## config.mk

```make
export PLATFORM = sky130hd
export DESIGN_NAME = domain_name_syntax_check
export DESIGN_NICKNAME = d
export VERILOG_FILES = /design/src/sv/dnsc_pkg.sv /design/src/sv/dnsc_rule.sv /design/src/sv/dnsc_outq.sv /design/src/sv/domain_name_syntax_check.sv
export SDC_FILE = /design/constraint.sdc
export NUM_CORES = 1
export LEC_CHECK = 0
export BUFFER_PORTS_ARGS = -buffer_cell sky130_fd_sc_hd__buf_2
export CAP_MARGIN = 20
export CORE_MARGIN = 1
export CORE_UTILIZATION = 30
export CTS_BUF_LIST = sky130_fd_sc_hd__clkbuf_16
export CTS_CLUSTER_DIAMETER = 50
export CTS_CLUSTER_SIZE = 40
export DETAILED_ROUTE_END_ITERATION = 6
export SYNTH_ARGS = -nofsm -noshare
export SYNTH_HDL_FRONTEND = slang
export SYNTH_SLANG_ARGS = --single-unit
```

## constraint.sdc

```tcl
create_clock -name aclk -period 3.1 [get_ports aclk]
set_input_delay 0.465 -clock aclk [delete_from_list [all_inputs] [get_ports aclk]]
set_output_delay 0.465 -clock aclk [all_outputs]
set_load 0.01 [all_outputs]
```

## src/sv/dnsc_pkg.sv

```systemverilog
`timescale 1ns / 1ps

package dnsc_pkg;

    localparam int TOTAL_W = 9;
    localparam int LABEL_W = 7;

    localparam logic [TOTAL_W-1:0] TOTAL_SAT = 9'd511;
    localparam logic [LABEL_W-1:0] LABEL_SAT = 7'd127;

    localparam logic [7:0] CH_END    = 8'h00;
    localparam logic [7:0] CH_DOT    = 8'h2E;
    localparam logic [7:0] CH_HYPHEN = 8'h2D;

    localparam logic [7:0] MAX_LENGTH_RST = 8'd253;
    localparam logic [5:0] MAX_LABEL_RST  = 6'd63;

    // Register indexes on the configuration port
    localparam logic REG_MAX_LENGTH = 1'b0;
    localparam logic REG_MAX_LABEL  = 1'b1;

    typedef struct packed {
        logic [TOTAL_W-1:0] total_count;
        logic [LABEL_W-1:0] label_count;
        logic               seen_dot;
        logic               prev_dot;
        logic               pending_hyphen;
        logic               failed;
    } scan_state_t;

    typedef struct packed {
        logic push;
        logic valid_res;
    } verdict_t;

    function automatic logic is_alnum(input logic [7:0] c);
        is_alnum = (c >= 8'h30 && c <= 8'h39) || (c >= 8'h61 && c <= 8'h7A) ||
                   (c >= 8'h41 && c <= 8'h5A);
    endfunction

endpackage

```

## src/sv/dnsc_rule.sv

```systemverilog
`timescale 1ns / 1ps

module dnsc_rule (
    input  logic [7:0]                ch,
    input  dnsc_pkg::scan_state_t     cur,
    input  logic [7:0]                max_length,
    input  logic [5:0]                max_label,
    output dnsc_pkg::scan_state_t     nxt,
    output dnsc_pkg::verdict_t        verdict
);

    logic [dnsc_pkg::LABEL_W-1:0] label_grow;
    logic                         label_over;

    // Saturating label growth and its limit check
    assign label_grow = (cur.label_count == dnsc_pkg::LABEL_SAT) ? cur.label_count
                        : cur.label_count + 1'b1;
    assign label_over = label_grow > {1'b0, max_label};

    always_comb begin
        nxt               = cur;
        verdict.push      = 1'b0;
        verdict.valid_res = 1'b0;
        if (ch == dnsc_pkg::CH_END) begin
            verdict.push      = 1'b1;
            verdict.valid_res = !cur.failed && (cur.total_count != '0) &&
                                (cur.total_count <= {1'b0, max_length}) &&
                                cur.seen_dot && !cur.prev_dot && !cur.pending_hyphen;
            nxt = '0;
        end else begin
            if (cur.total_count != dnsc_pkg::TOTAL_SAT) begin
                nxt.total_count = cur.total_count + 1'b1;
            end
            if (ch == dnsc_pkg::CH_DOT) begin
                if (cur.pending_hyphen || cur.label_count == '0) begin
                    nxt.failed = 1'b1;
                end
                nxt.seen_dot       = 1'b1;
                nxt.prev_dot       = 1'b1;
                nxt.pending_hyphen = 1'b0;
                nxt.label_count    = '0;
            end else if (ch == dnsc_pkg::CH_HYPHEN) begin
                nxt.prev_dot       = 1'b0;
                nxt.pending_hyphen = 1'b1;
                nxt.label_count    = label_grow;
                if (cur.label_count == '0 || label_over) begin
                    nxt.failed = 1'b1;
                end
            end else if (dnsc_pkg::is_alnum(ch)) begin
                nxt.prev_dot       = 1'b0;
                nxt.pending_hyphen = 1'b0;
                nxt.label_count    = label_grow;
                if (label_over) begin
                    nxt.failed = 1'b1;
                end
            end else begin
                nxt.failed         = 1'b1;
                nxt.prev_dot       = 1'b0;
                nxt.pending_hyphen = 1'b0;
            end
        end
    end

endmodule

```

## src/sv/dnsc_outq.sv

```systemverilog
`timescale 1ns / 1ps

module dnsc_outq (
    input  logic               aclk,
    input  logic               aresetn,
    input  dnsc_pkg::verdict_t verdict,
    output logic               space,
    output logic               m_tvalid,
    input  logic               m_tready,
    output logic               m_res
);

    logic main_valid_reg, main_valid_next;
    logic main_data_reg,  main_data_next;
    logic skid_valid_reg, skid_valid_next;
    logic skid_data_reg,  skid_data_next;
    logic pop;

    assign pop      = main_valid_reg && m_tready;
    assign space    = !skid_valid_reg;
    assign m_tvalid = main_valid_reg;
    assign m_res    = main_data_reg;

    always_comb begin
        main_valid_next = main_valid_reg;
        main_data_next  = main_data_reg;
        skid_valid_next = skid_valid_reg;
        skid_data_next  = skid_data_reg;
        if (pop) begin
            if (skid_valid_reg) begin
                main_data_next  = skid_data_reg;
                skid_valid_next = verdict.push;
                skid_data_next  = verdict.valid_res;
            end else begin
                main_valid_next = verdict.push;
                main_data_next  = verdict.valid_res;
            end
        end else if (verdict.push) begin
            if (!main_valid_reg) begin
                main_valid_next = 1'b1;
                main_data_next  = verdict.valid_res;
            end else begin
                skid_valid_next = 1'b1;
                skid_data_next  = verdict.valid_res;
            end
        end
    end

    always_ff @(posedge aclk) begin
        if (!aresetn) begin
            main_valid_reg <= 1'b0;
            skid_valid_reg <= 1'b0;
        end else begin
            main_valid_reg <= main_valid_next;
            skid_valid_reg <= skid_valid_next;
        end
        main_data_reg <= main_data_next;
        skid_data_reg <= skid_data_next;
    end

`ifndef ASSERT_OFF
    a_skid_behind_main: assert property (@(posedge aclk) disable iff (!aresetn)
        skid_valid_reg |-> main_valid_reg)
        else $error("skid entry held without a main entry");
    a_no_push_when_full: assert property (@(posedge aclk) disable iff (!aresetn)
        (skid_valid_reg && !pop) |=> $stable(skid_data_reg))
        else $error("skid entry overwritten while full");
`endif

endmodule

```

## src/sv/domain_name_syntax_check.sv

```systemverilog
`timescale 1ns / 1ps

// Channel   | Direction | Ports                       | Contents
// ----------+-----------+-----------------------------+------------------------------
// byte in   | slave     | s_tvalid s_tready s_tdata   | tdata[7:0] = ch
// verdict   | master    | m_tvalid m_tready m_tdata   | tdata[0] = valid_res, [7:1] = 0
// config    | APB       | psel penable pwrite paddr.. | 0x0 max_length, 0x4 max_label
//
// One byte is taken per cycle while s_tready is high; the per-name state registers
// are updated in the same edge that accepts the byte, through one level of
// classify-and-compare logic. A zero byte's verdict is written at that edge into
// a two-entry output buffer and leaves on m_tdata; s_tready drops only when both entries
// hold verdicts, so non-terminator bytes keep flowing while a verdict waits.
// Reset (aresetn, synchronous, active low) clears the name state, the buffer and
// loads max_length = 253, max_label = 63.

module domain_name_syntax_check (
    input  logic        aclk,
    input  logic        aresetn,
    input  logic        s_tvalid,
    output logic        s_tready,
    input  logic [7:0]  s_tdata,   // [7:0] ch
    output logic        m_tvalid,
    input  logic        m_tready,
    output logic [7:0]  m_tdata,   // [0] valid_res, [7:1] zero
    input  logic        psel,
    input  logic        penable,
    input  logic        pwrite,
    input  logic [2:0]  paddr,
    input  logic [31:0] pwdata,
    output logic [31:0] prdata,
    output logic        pready
);

    dnsc_pkg::scan_state_t state_reg, state_next;
    dnsc_pkg::verdict_t    rule_verdict, push_verdict;
    logic [7:0]            max_length_reg;
    logic [5:0]            max_label_reg;
    logic                  accept;
    logic                  space;
    logic                  res_bit;
    logic                  wr_en;

    assign pready = 1'b1;
    assign wr_en  = psel && penable && pwrite;

    // Configuration registers: index is paddr[2], low address bits ignored
    always_ff @(posedge aclk) begin
        if (!aresetn) begin
            max_length_reg <= dnsc_pkg::MAX_LENGTH_RST;
            max_label_reg  <= dnsc_pkg::MAX_LABEL_RST;
        end else if (wr_en) begin
            case (paddr[2])
                dnsc_pkg::REG_MAX_LENGTH: max_length_reg <= pwdata[7:0];
                dnsc_pkg::REG_MAX_LABEL:  max_label_reg  <= pwdata[5:0];
                default: ;
            endcase
        end
    end

    always_comb begin
        case (paddr[2])
            dnsc_pkg::REG_MAX_LENGTH: prdata = {24'd0, max_length_reg};
            dnsc_pkg::REG_MAX_LABEL:  prdata = {26'd0, max_label_reg};
            default:                  prdata = '0;
        endcase
    end

    assign s_tready = space;
    assign accept   = s_tvalid && s_tready;

    dnsc_rule u_rule (
        .ch         (s_tdata),
        .cur        (state_reg),
        .max_length (max_length_reg),
        .max_label  (max_label_reg),
        .nxt        (state_next),
        .verdict    (rule_verdict)
    );

    // Hand a verdict to the buffer only for an accepted terminator
    always_comb begin
        push_verdict      = rule_verdict;
        push_verdict.push = rule_verdict.push && accept;
    end

    // Advance name state on every accepted byte; hold otherwise
    always_ff @(posedge aclk) begin
        if (!aresetn) begin
            state_reg <= '0;
        end else if (accept) begin
            state_reg <= state_next;
        end
    end

    dnsc_outq u_outq (
        .aclk     (aclk),
        .aresetn  (aresetn),
        .verdict  (push_verdict),
        .space    (space),
        .m_tvalid (m_tvalid),
        .m_tready (m_tready),
        .m_res    (res_bit)
    );

    assign m_tdata = {7'd0, res_bit};

`ifndef ASSERT_OFF
    a_stall_means_backlog: assert property (@(posedge aclk) disable iff (!aresetn)
        !s_tready |-> m_tvalid)
        else $error("input stalled with no verdict pending");
    a_clear_after_end: assert property (@(posedge aclk) disable iff (!aresetn)
        (accept && s_tdata == dnsc_pkg::CH_END) |=> (state_reg == '0))
        else $error("name state not cleared after terminator");
    a_verdict_follows_end: assert property (@(posedge aclk) disable iff (!aresetn)
        (accept && s_tdata == dnsc_pkg::CH_END) |=> m_tvalid)
        else $error("terminator accepted without a verdict");
    a_prev_dot_implies_seen: assert property (@(posedge aclk) disable iff (!aresetn)
        state_reg.prev_dot |-> (state_reg.seen_dot && !state_reg.pending_hyphen))
        else $error("inconsistent dot flags");
`endif

endmodule
```

; After elaboration in Yosys (flattened, before gate mapping)
; Cells that the tools add are included.
[word_totals]
wordCells = 102
memories = 0
mem_bits_ro = 0
ram_bits = 0
ff_bits = 38
latch_bits = 0
[op_classes]
bitwise = 1
div_mod_pow = 0
n_reduce_logical = 39
n_addsub = 2
eq_ne = 10
mul = 0
mux = 30
magnitude_cmp = 8
shifts = 0
[op_table]
columns = operator, count
row1 = 32-bit case mux with 2 select lines, 1
row2 = 7-bit 2-to-1 mux, 4
row3 = 1-bit 2-to-1 mux, 20
row4 = 20-bit 2-to-1 mux, 1
row5 = "8-bit by 6-bit equality test with 1-bit output, second input constant", 2
row6 = "8-bit by 7-bit >= comparator with 1-bit output, second input constant", 2
row7 = "8-bit by 7-bit less-or-equal comparator with 1-bit output, second input constant", 2
row8 = 2-bit AND reduction, 8
row9 = 1-bit logical AND, 13
row10 = "9-bit by 1-bit adder with 9-bit output, second input constant", 1
row11 = 9-bit by 8-bit less-or-equal comparator with 1-bit output, 1
row12 = 9-bit 2-to-1 mux, 1
row13 = "9-bit != test, second input constant", 1
row14 = 9-bit nonzero test, 1
row15 = "8-bit by 6-bit >= comparator with 1-bit output, second input constant", 1
row16 = "8-bit by 6-bit less-or-equal comparator with 1-bit output, second input constant", 1
row17 = 8-bit zero test, 1
row18 = 2-bit nonzero test, 4
row19 = "7-bit by 1-bit adder with 7-bit output, second input constant", 1
row20 = "7-bit equality test, second input constant", 1
row21 = 7-bit by 6-bit greater-than comparator with 1-bit output, 1
row22 = 7-bit zero test, 1
row23 = 3-bit 2-to-1 mux, 2
row24 = "5-bit by 1-bit != test with 1-bit output, second input constant", 1
row25 = other kinds (11), 18

; Longest topological paths before layout
; Gate-level depths: netlist of the first run.
[depth]
word_depth = 10
mapped_depth = 11
mapped_depth_nobuf = 11

; Cells and area by module
; From an unflattened synthesis of the first run, not the netlist that was laid out.
[hier_totals]
hier_cells = 367
area_unflattened_um2 = 3095.5
[by_module_without_submodules]
columns = mod, seq_area_each_um2, area_per_inst_um2, cells_per_inst, n_inst
row1 = domain_name_syntax_check, 680.7, 1875.5, 194, 1
row2 = dnsc_rule, 0.0, 1027.2, 154, 1
row3 = dnsc_outq, 100.1, 192.7, 19, 1

; Worst setup path before layout of the first run
; Ideal clock, no wire load.
[synth_path]
path_type = register to register
startpoint = reg state_reg[4] (netlist name)
endpoint = reg state_reg[0] (netlist name)
stages_incl_launch_ff = 12
slack_ns = 0.825
path_buffers = 0
setup_time_ns = 0.086
arrival_time_ns = 2.189
required_time_ns = 3.014
path_cell_list = dfxtp_1 -> ha_1 -> and2_1 -> nand4_1 -> nand2_1 -> mux2_2 -> ha_1 -> and3_1 -> nand4_1 -> nand3_1 -> and4b_1 -> a211oi_1
[synth_between]
elab_chain_len = 6
elab_cells_between_ends = 11
cone_classes = add/sub (1) / order compare (1) / eq/ne (4) / mux (1) / reduce/logical (4)
[synth_rtl]
columns = item, line_no
row1 = start: declaration, domain_name_syntax_check.sv:35  ; dnsc_pkg::scan_state_t state_reg, state_next;
row2 = start signal: assignment, domain_name_syntax_check.sv:92  ; state_reg <= state_next;
row3 = 7-bit by 1-bit adder with 7-bit output or 7-bit equality test (tied branches), "dnsc_rule.sv:17, dnsc_rule.sv:16"
row4 = 7-bit 2-to-1 mux, dnsc_rule.sv:16  ; assign label_grow = (cur.label_count == dnsc_pkg::LABEL_SAT) ? cur.label_count
row5 = 7-bit by 6-bit greater-than comparator with 1-bit output, dnsc_rule.sv:18  ; assign label_over = label_grow > {1'b0, max_label};
row6 = 1-bit logical OR, dnsc_rule.sv:46  ; if (cur.label_count == '0 || label_over) begin
row7 = 4-bit by 2-bit != test with 1-bit output (no line), --
row8 = 4-bit AND reduction (no line) (*), --
; Mark *: on every way between the ends. The rest lies on a longest branch, timed or not.
; A chain may end at the register's enable or synchronous reset.

; Worst setup path in the final report of the first run
; Ends and elaborated chain as after synthesis.

==> metrics.txt, run 1 <==
Critical-path top delay cell=dfxtp_1; Die Width=94.8 um; initial antenna violation count=0; PwrDens=404 nW/um2; post-route setup slack=0.506 ns; Async S/R FF share, synth=0%; Initial Utilization=31.3%; clk slew on worst S/H paths=0.06 ns; Max-slew headroom=45.9%; drt wl/cell=11.2 um; CTS tree=built; Max H-tree Level=2; final setup vio count=0; Root Driver=clkbuf_16; row cnt=33; final wirelength=5.19 mm; Post-Synthesis Cells=325; WHS Path Cells=3; footprint of the multi-input gates=1540 um2; I/O pins=93; setup fix buffers added after clock tree synthesis=0; vias in the first global route=1879; Max clock buf depth=2; LEAKAGE=1.34 nW; Startpoint Class=flop; CP top delay family=simple AND/OR/NAND/NOR gates; Achievable Freq=386 MHz; Hold Crit Start=pwdata[2]; Hold Fails Final Rpt=0; Synth cell types=47; first-pass GRT wire length=8.58 mm; # Max-Cap Violations=0; post_cts resized=0; gr usage total=12.2%; Final Critical Period=2.59 ns; cts-stage hold buffer count=0; RSZ-0062 raised after global routing=no; Inserted Clock Buffers=5; Ant. Diodes=0; Skew-Pair Late Insertion Delay=0.28 ns; Die ar.=8980 um2; Worst Tran Pin Value=0.809 ns; Largest register FFs=20; First DRT Iteration DRCs=74; CP required=3.29 ns; setup TNS=0 ns; CTS sink count=38; Max IR drop VDD=0.239 mV; via count=2164; HP Class=in2reg; Yosys reg bits=38; layout cells sized above 1=14.3%; GR Overflow Total=0; Setup Crit Path Kind=reg2reg; Setup WS pre-CTS=0.562 ns; Synth Cell Area=2580 um2; Data arrival, critical path=2.79 ns; area delta synth->final=11.8%; Core Area=8260 um2; top_reg_cell synth=dfxtp_1; Fillers=877; Worst Setup End Kind=flop; Layout Nets=425; fin crit share=83.7%; drt first pass iters=4; Ys Warns=0; sequential cell area=781 um2; most frequent cells in the layout=nand2_1, dfxtp_1, buf_2; Max stage delay on crit path=0.35 ns; clock skew=0.00386 ns; largest fanout on the critical path=6; R2R setup slack=0.51 ns; Routed Antenna Nets=0; Buffers on Ports=34; Slew Limit Fails=0; post-synthesis sequential area ratio=30.2%; RePlAce Congestion=0.816; DRC Markers=0; Worst Hold Path EP=max_label_reg[2]; reg2reg start=state_reg[4]; Register-to-Register Path Depth=11; Post-Syn Area per Cell=7.94 um2; number of synthesized flops with an enable pin=2; CP bufs+invs=0; pin count of the biggest net entering global routing=40; r2r endpoint=state_reg[0]; commonest non-fill, non-tap cell in the layout=nand2_1; worst path cell trace=ha_1, and2_1, nand4_1, nand2_1, mux2_2, ha_1, and3_1, nand4_1, nand3_1, and4b_1, a211oi_1; final HPWL from detailed placement=3.97 mm; die height=94.8 um; run status=complete, no violations; drt via density=4.68
-- tightest hold or removal path, stage by stage --
cell	delay (ns)
buf_2	0.08
mux2i_1	0.05
nand2_1	0.05
-- routing by layer --
layer / vias to the layer above / share of wire (%) / track usage (%)
li1: 1131 / - / -
met1: 971 / 50 / 16.3
met2: 53 / 44 / 19.1
met3: 9 / 4.4 / 3.06
met4: 0 / 1.7 / 4.42
met5: - / 0 / 0
-- power by group --
part           total (mW)  switching [mW]  internal [mW]
Combinational       0.122          0.0770         0.0455
Clock               0.535           0.194          0.341
Sequential          0.509         0.00747          0.501
-- cell families after synthesis --
logic type,count (synthesis),synth area share [%]
XOR/XNOR,4,1.36
AND/OR/NAND/NOR,122,23.7
buffers and inverters,65,14.3
flip-flops,38,30.2
multiplexers,10,4.02
other,2,0.291
adder cells (fa/ha/maj),19,9.21
AO/OA/AOI/OAI,65,16.9
-- layout make-up --
class	instances	share of cell area (%)
multi-input cells	252	53.5
flip-flops and latches	38	27.1
repair buffers	36	6.42
clock buffers	6	5.20
well taps	105	4.55
inverters	23	2.99
clock inverters	2	0.260
-- per-stage QoR --
step           instance area (um2)  hold slack [ns]  power (mW)  utilization (%)  cells
2_1_floorplan                 2690            0.441       0.631                -    355
3_3_place_gp                  2730            0.455       0.641             33.0    454
3_5_place_dp                  2730            0.467       0.643             33.0    454
4_1_cts                       2890            0.406        1.18             34.9    462
5_1_grt                       2890            0.421        1.22             34.9    462
6_report                      2890            0.409        1.17             34.9    462
-- synthesized netlist by cell type (all sizes together), types with 2 or more instances --
master	count	share of area [%]
ha	19	9.2
a211oi	3	0.87
nor2	19	2.8
nand2	45	6.5
a21oi	11	2.1
nand3b	2	0.58
mux2	3	1.3
a31oi	3	0.73
xnor2	4	1.4
inv	23	3.3
nor2b	8	1.9
o31ai	3	0.87
and2	3	0.73
dfxtp	36	28
nand2b	4	0.97
nand3	11	2.1
buf	35	9.9
mux2i	7	2.7
a21o	2	0.58
o21ai	20	3.9
a22oi	3	0.87
and3	4	0.97
edfxtp	2	2.3
nor3	3	0.58
conb	2	0.29
a21boi	8	2.3
o211ai	6	1.7
nor4	6	1.5
nand4	8	1.9
or3	3	0.92
clkbuf	7	1.0
-- how the worst max path moves through the flow --
stage	from	to	slack, ns	depth (start not counted)
4_1_cts	state_reg[4]	state_reg[0]	0.52	11
2_1_floorplan	state_reg[4]	state_reg[0]	0.83	11
6_report	state_reg[4]	state_reg[0]	0.51	11
3_5_place_dp	state_reg[4]	state_reg[0]	0.56	11
5_1_grt	state_reg[4]	state_reg[0]	0.29	10
3_3_place_gp	state_reg[4]	state_reg[0]	0.59	10
(Power assumes the default switching activity.)
==> run 2: changes to the inputs <==
Clock period 3.1 ns to 2.2 ns, I/O delays scaled along.
==> run 2 against run 1 <==
  * The flow now finishes with violations (negative setup slack)
  * Clock skew barely moved
  * Worst hold slack got worse by 0.14 ns
  * Design area rose by 8.5%
  * Core utilization rose by 3.0 points
  * Routed wire length rose by 7.9%
  * Critical path type unchanged
==> metrics.txt, run 2 (synthesized netlist as in run 1, its figures left out) <==
Final Critical Period=2.26 ns (was 2.59 ns); Net Switching=0.421 mW (was 0.278 mW); Fillers=852 (was 877); RSZ-0062 raised after global routing=yes (was no); final HPWL from detailed placement=4.23 mm (was 3.97 mm); setup TNS=-0.0923 ns (was 0 ns); layout cells sized above 1=22.4% (was 14.3%); Core Area=8260 um2 (unchanged); Setup WS pre-CTS=-0.0845 ns (was 0.562 ns); CP required=2.37 ns (was 3.29 ns); I/O pins=93 (unchanged); pin count of the biggest net entering global routing=21 (was 40); Slew Limit Fails=0 (unchanged); Worst Setup End Kind=flop (unchanged); first-pass GRT wire length=9.42 mm (was 8.58 mm); clock skew=0.00395 ns (was 0.00386 ns); final setup vio count=2 (was 0); PwrDens=540 nW/um2 (was 404 nW/um2); fin crit share=103% (was 83.7%); run status=finished with violations (was complete, no violations); Placed Cells=469 (was 454); r2r endpoint=state_reg[0] (unchanged); Die Width=94.8 um (unchanged); RePlAce Congestion=0.804 (was 0.816); sequential power share=42.4% (was 43.6%); Die ar.=8980 um2 (unchanged); GR Overflow Total=0 (unchanged); Ant. Diodes=0 (unchanged); most frequent cells in the layout=nand2_1, buf_2, dfxtp_1 (was nand2_1, dfxtp_1, buf_2); Layout Nets=447 (was 425); Worst Hold Path EP=max_length_reg[6] (was max_label_reg[2]); Max clock buf depth=2 (unchanged); Startpoint Class=flop (unchanged); final wirelength=5.60 mm (was 5.19 mm); Max H-tree Level=2 (unchanged); drt via density=4.74 (was 4.68); clock network power share=46.5% (was 45.9%); initial antenna violation count=0 (unchanged); Worst Tran Pin Value=0.570 ns (was 0.809 ns); Routed Antenna Nets=0 (unchanged); Finished Cell Area=3130 um2 (was 2890 um2); Initial Utilization=31.3% (unchanged); Int Pwr=1.27 mW (was 0.888 mW); First DRT Iteration DRCs=58 (was 74); post-route setup slack=-0.0553 ns (was 0.506 ns); Buffers on Ports=34 (unchanged); R2R setup slack=-0.06 ns (was 0.51 ns); reg2reg start=state_reg[5] (was state_reg[4]); LEAKAGE=1.44 nW (was 1.34 nW); Register-to-Register Path Depth=11 (unchanged); net switching fraction of the power=24.9% (was 23.9%); DRC Markers=0 (unchanged); Worst Hold Slack=0.267 ns (was 0.409 ns); Skew-Pair Late Insertion Delay=0.28 ns (about the same); Data arrival, critical path=2.42 ns (was 2.79 ns); commonest non-fill, non-tap cell in the layout=nand2_1 (unchanged); Max IR drop VDD=0.389 mV (was 0.239 mV); failing checks=negative setup slack; CTS tree=built (unchanged); Comb power frac=11.1% (was 10.5%); cts-stage hold buffer count=0 (unchanged); Root Driver=clkbuf_16 (unchanged); # Max-Cap Violations=0 (unchanged); Hold Crit Start=pwdata[6] (was pwdata[2]); Inserted Clock Buffers=5 (unchanged); die height=94.8 um (unchanged); drt wl/cell=11.6 um (was 11.2 um); Hold Fails Final Rpt=0 (unchanged); Setup Crit Path Kind=reg2reg (unchanged); Finished Layout Cells=484 (was 462); vias in the first global route=2118 (was 1879); Achievable Freq=443 MHz (was 386 MHz); Max-slew headroom=61.8% (was 45.9%); row cnt=33 (unchanged); drt first pass iters=4 (unchanged); DP Area=2850 um2 (was 2730 um2); gr usage total=13.2% (was 12.2%); via count=2293 (was 2164); HP Class=in2reg (unchanged); area delta synth->final=21.2% (was 11.8%); WHS Path Cells=3 (unchanged); Largest register FFs=20 (unchanged); clk slew on worst S/H paths=0.06 ns (about the same); largest fanout on the critical path=4 (was 6); CTS sink count=38 (unchanged)
-- run 2: changes by cell type in the layout (fill, tap and decap cells not counted), moves of 3 or more --
cell     delta
buf_4      +22
ha_1        -3
ha_4        +3
o21ai_0     -3
-- run 2: how the worst max path moves through the flow --
stage / from / endpoint / slack (ns) / depth (start not counted)
3_3_place_gp: state_reg[4] / state_reg[0] / -0.07 / 11
6_report: state_reg[5] / state_reg[0] / -0.06 / 11
2_1_floorplan: state_reg[4] / state_reg[0] / 0.007 / 11
5_1_grt: state_reg[4] / state_reg[0] / -0.19 / 11
3_5_place_dp: state_reg[4] / state_reg[0] / -0.08 / 11
4_1_cts: state_reg[5] / state_reg[0] / -0.02 / 10
-- run 2: power by group through the flow --
stage / logic [mW] / registers, mW / clock network (mW)
after floorplan: 0.161 / 0.730 / 0
after global placement: 0.180 / 0.731 / 0
after detailed placement: 0.182 / 0.731 / 0
after CTS: 0.186 / 0.716 / 0.805
after global routing: 0.214 / 0.718 / 0.835
final: 0.187 / 0.717 / 0.786
-- run 2: metal layers --
metal  track usage (%)  share of wire (%)  vias up
li1                  -                  -     1181
met4              4.42                1.6        0
met1              16.4                 46     1051
met3              2.90                4.1        8
met2              22.6                 48       53
met5                 0                  0        -
-- run 2: worst max-delay path, stage by stage (launching register included) --
cell and delay, ns:
dfxtp_2 0.33, ha_4 0.16, and2_4 0.15, nand4_1 0.16, nand2_1 0.12, mux2_4 0.30, ha_4 0.26, and3_4 0.16
nand4_1 0.10, nand3_1 0.11, and4b_1 0.23, a211oi_2 0.06
-- run 2: what timing repair did --
item	in CTS	in global routing
pin swaps	7	4
setup buffers	8	0
endpoints found under the hold margin	0	0
setup endpoints to repair	1	2
resized for setup	7	3
cloned	0	0
-- run 2: cell type report --
class                           count  area, um2  share of cell area, %
Clock buffer                        6        150                   4.80
Clock inverter                      2       15.0                  0.480
Inverter                           23       86.3                   2.76
Multi-Input combinational cell    252       1610                   51.5
Sequential cell                    38        783                   25.0
Tap cell                          105        131                   4.20
Timing Repair Buffer               58        350                   11.2
-- run 2: metrics by stage --
| step | utilization [%] | power [mW] |
|---|---|---|
| floorplan | - | 0.890 |
| global placement | 34.5 | 0.911 |
| detailed placement | 34.5 | 0.914 |
| CTS | 37.8 | 1.71 |
| global route | 37.9 | 1.77 |
| finish | 37.9 | 1.69 |
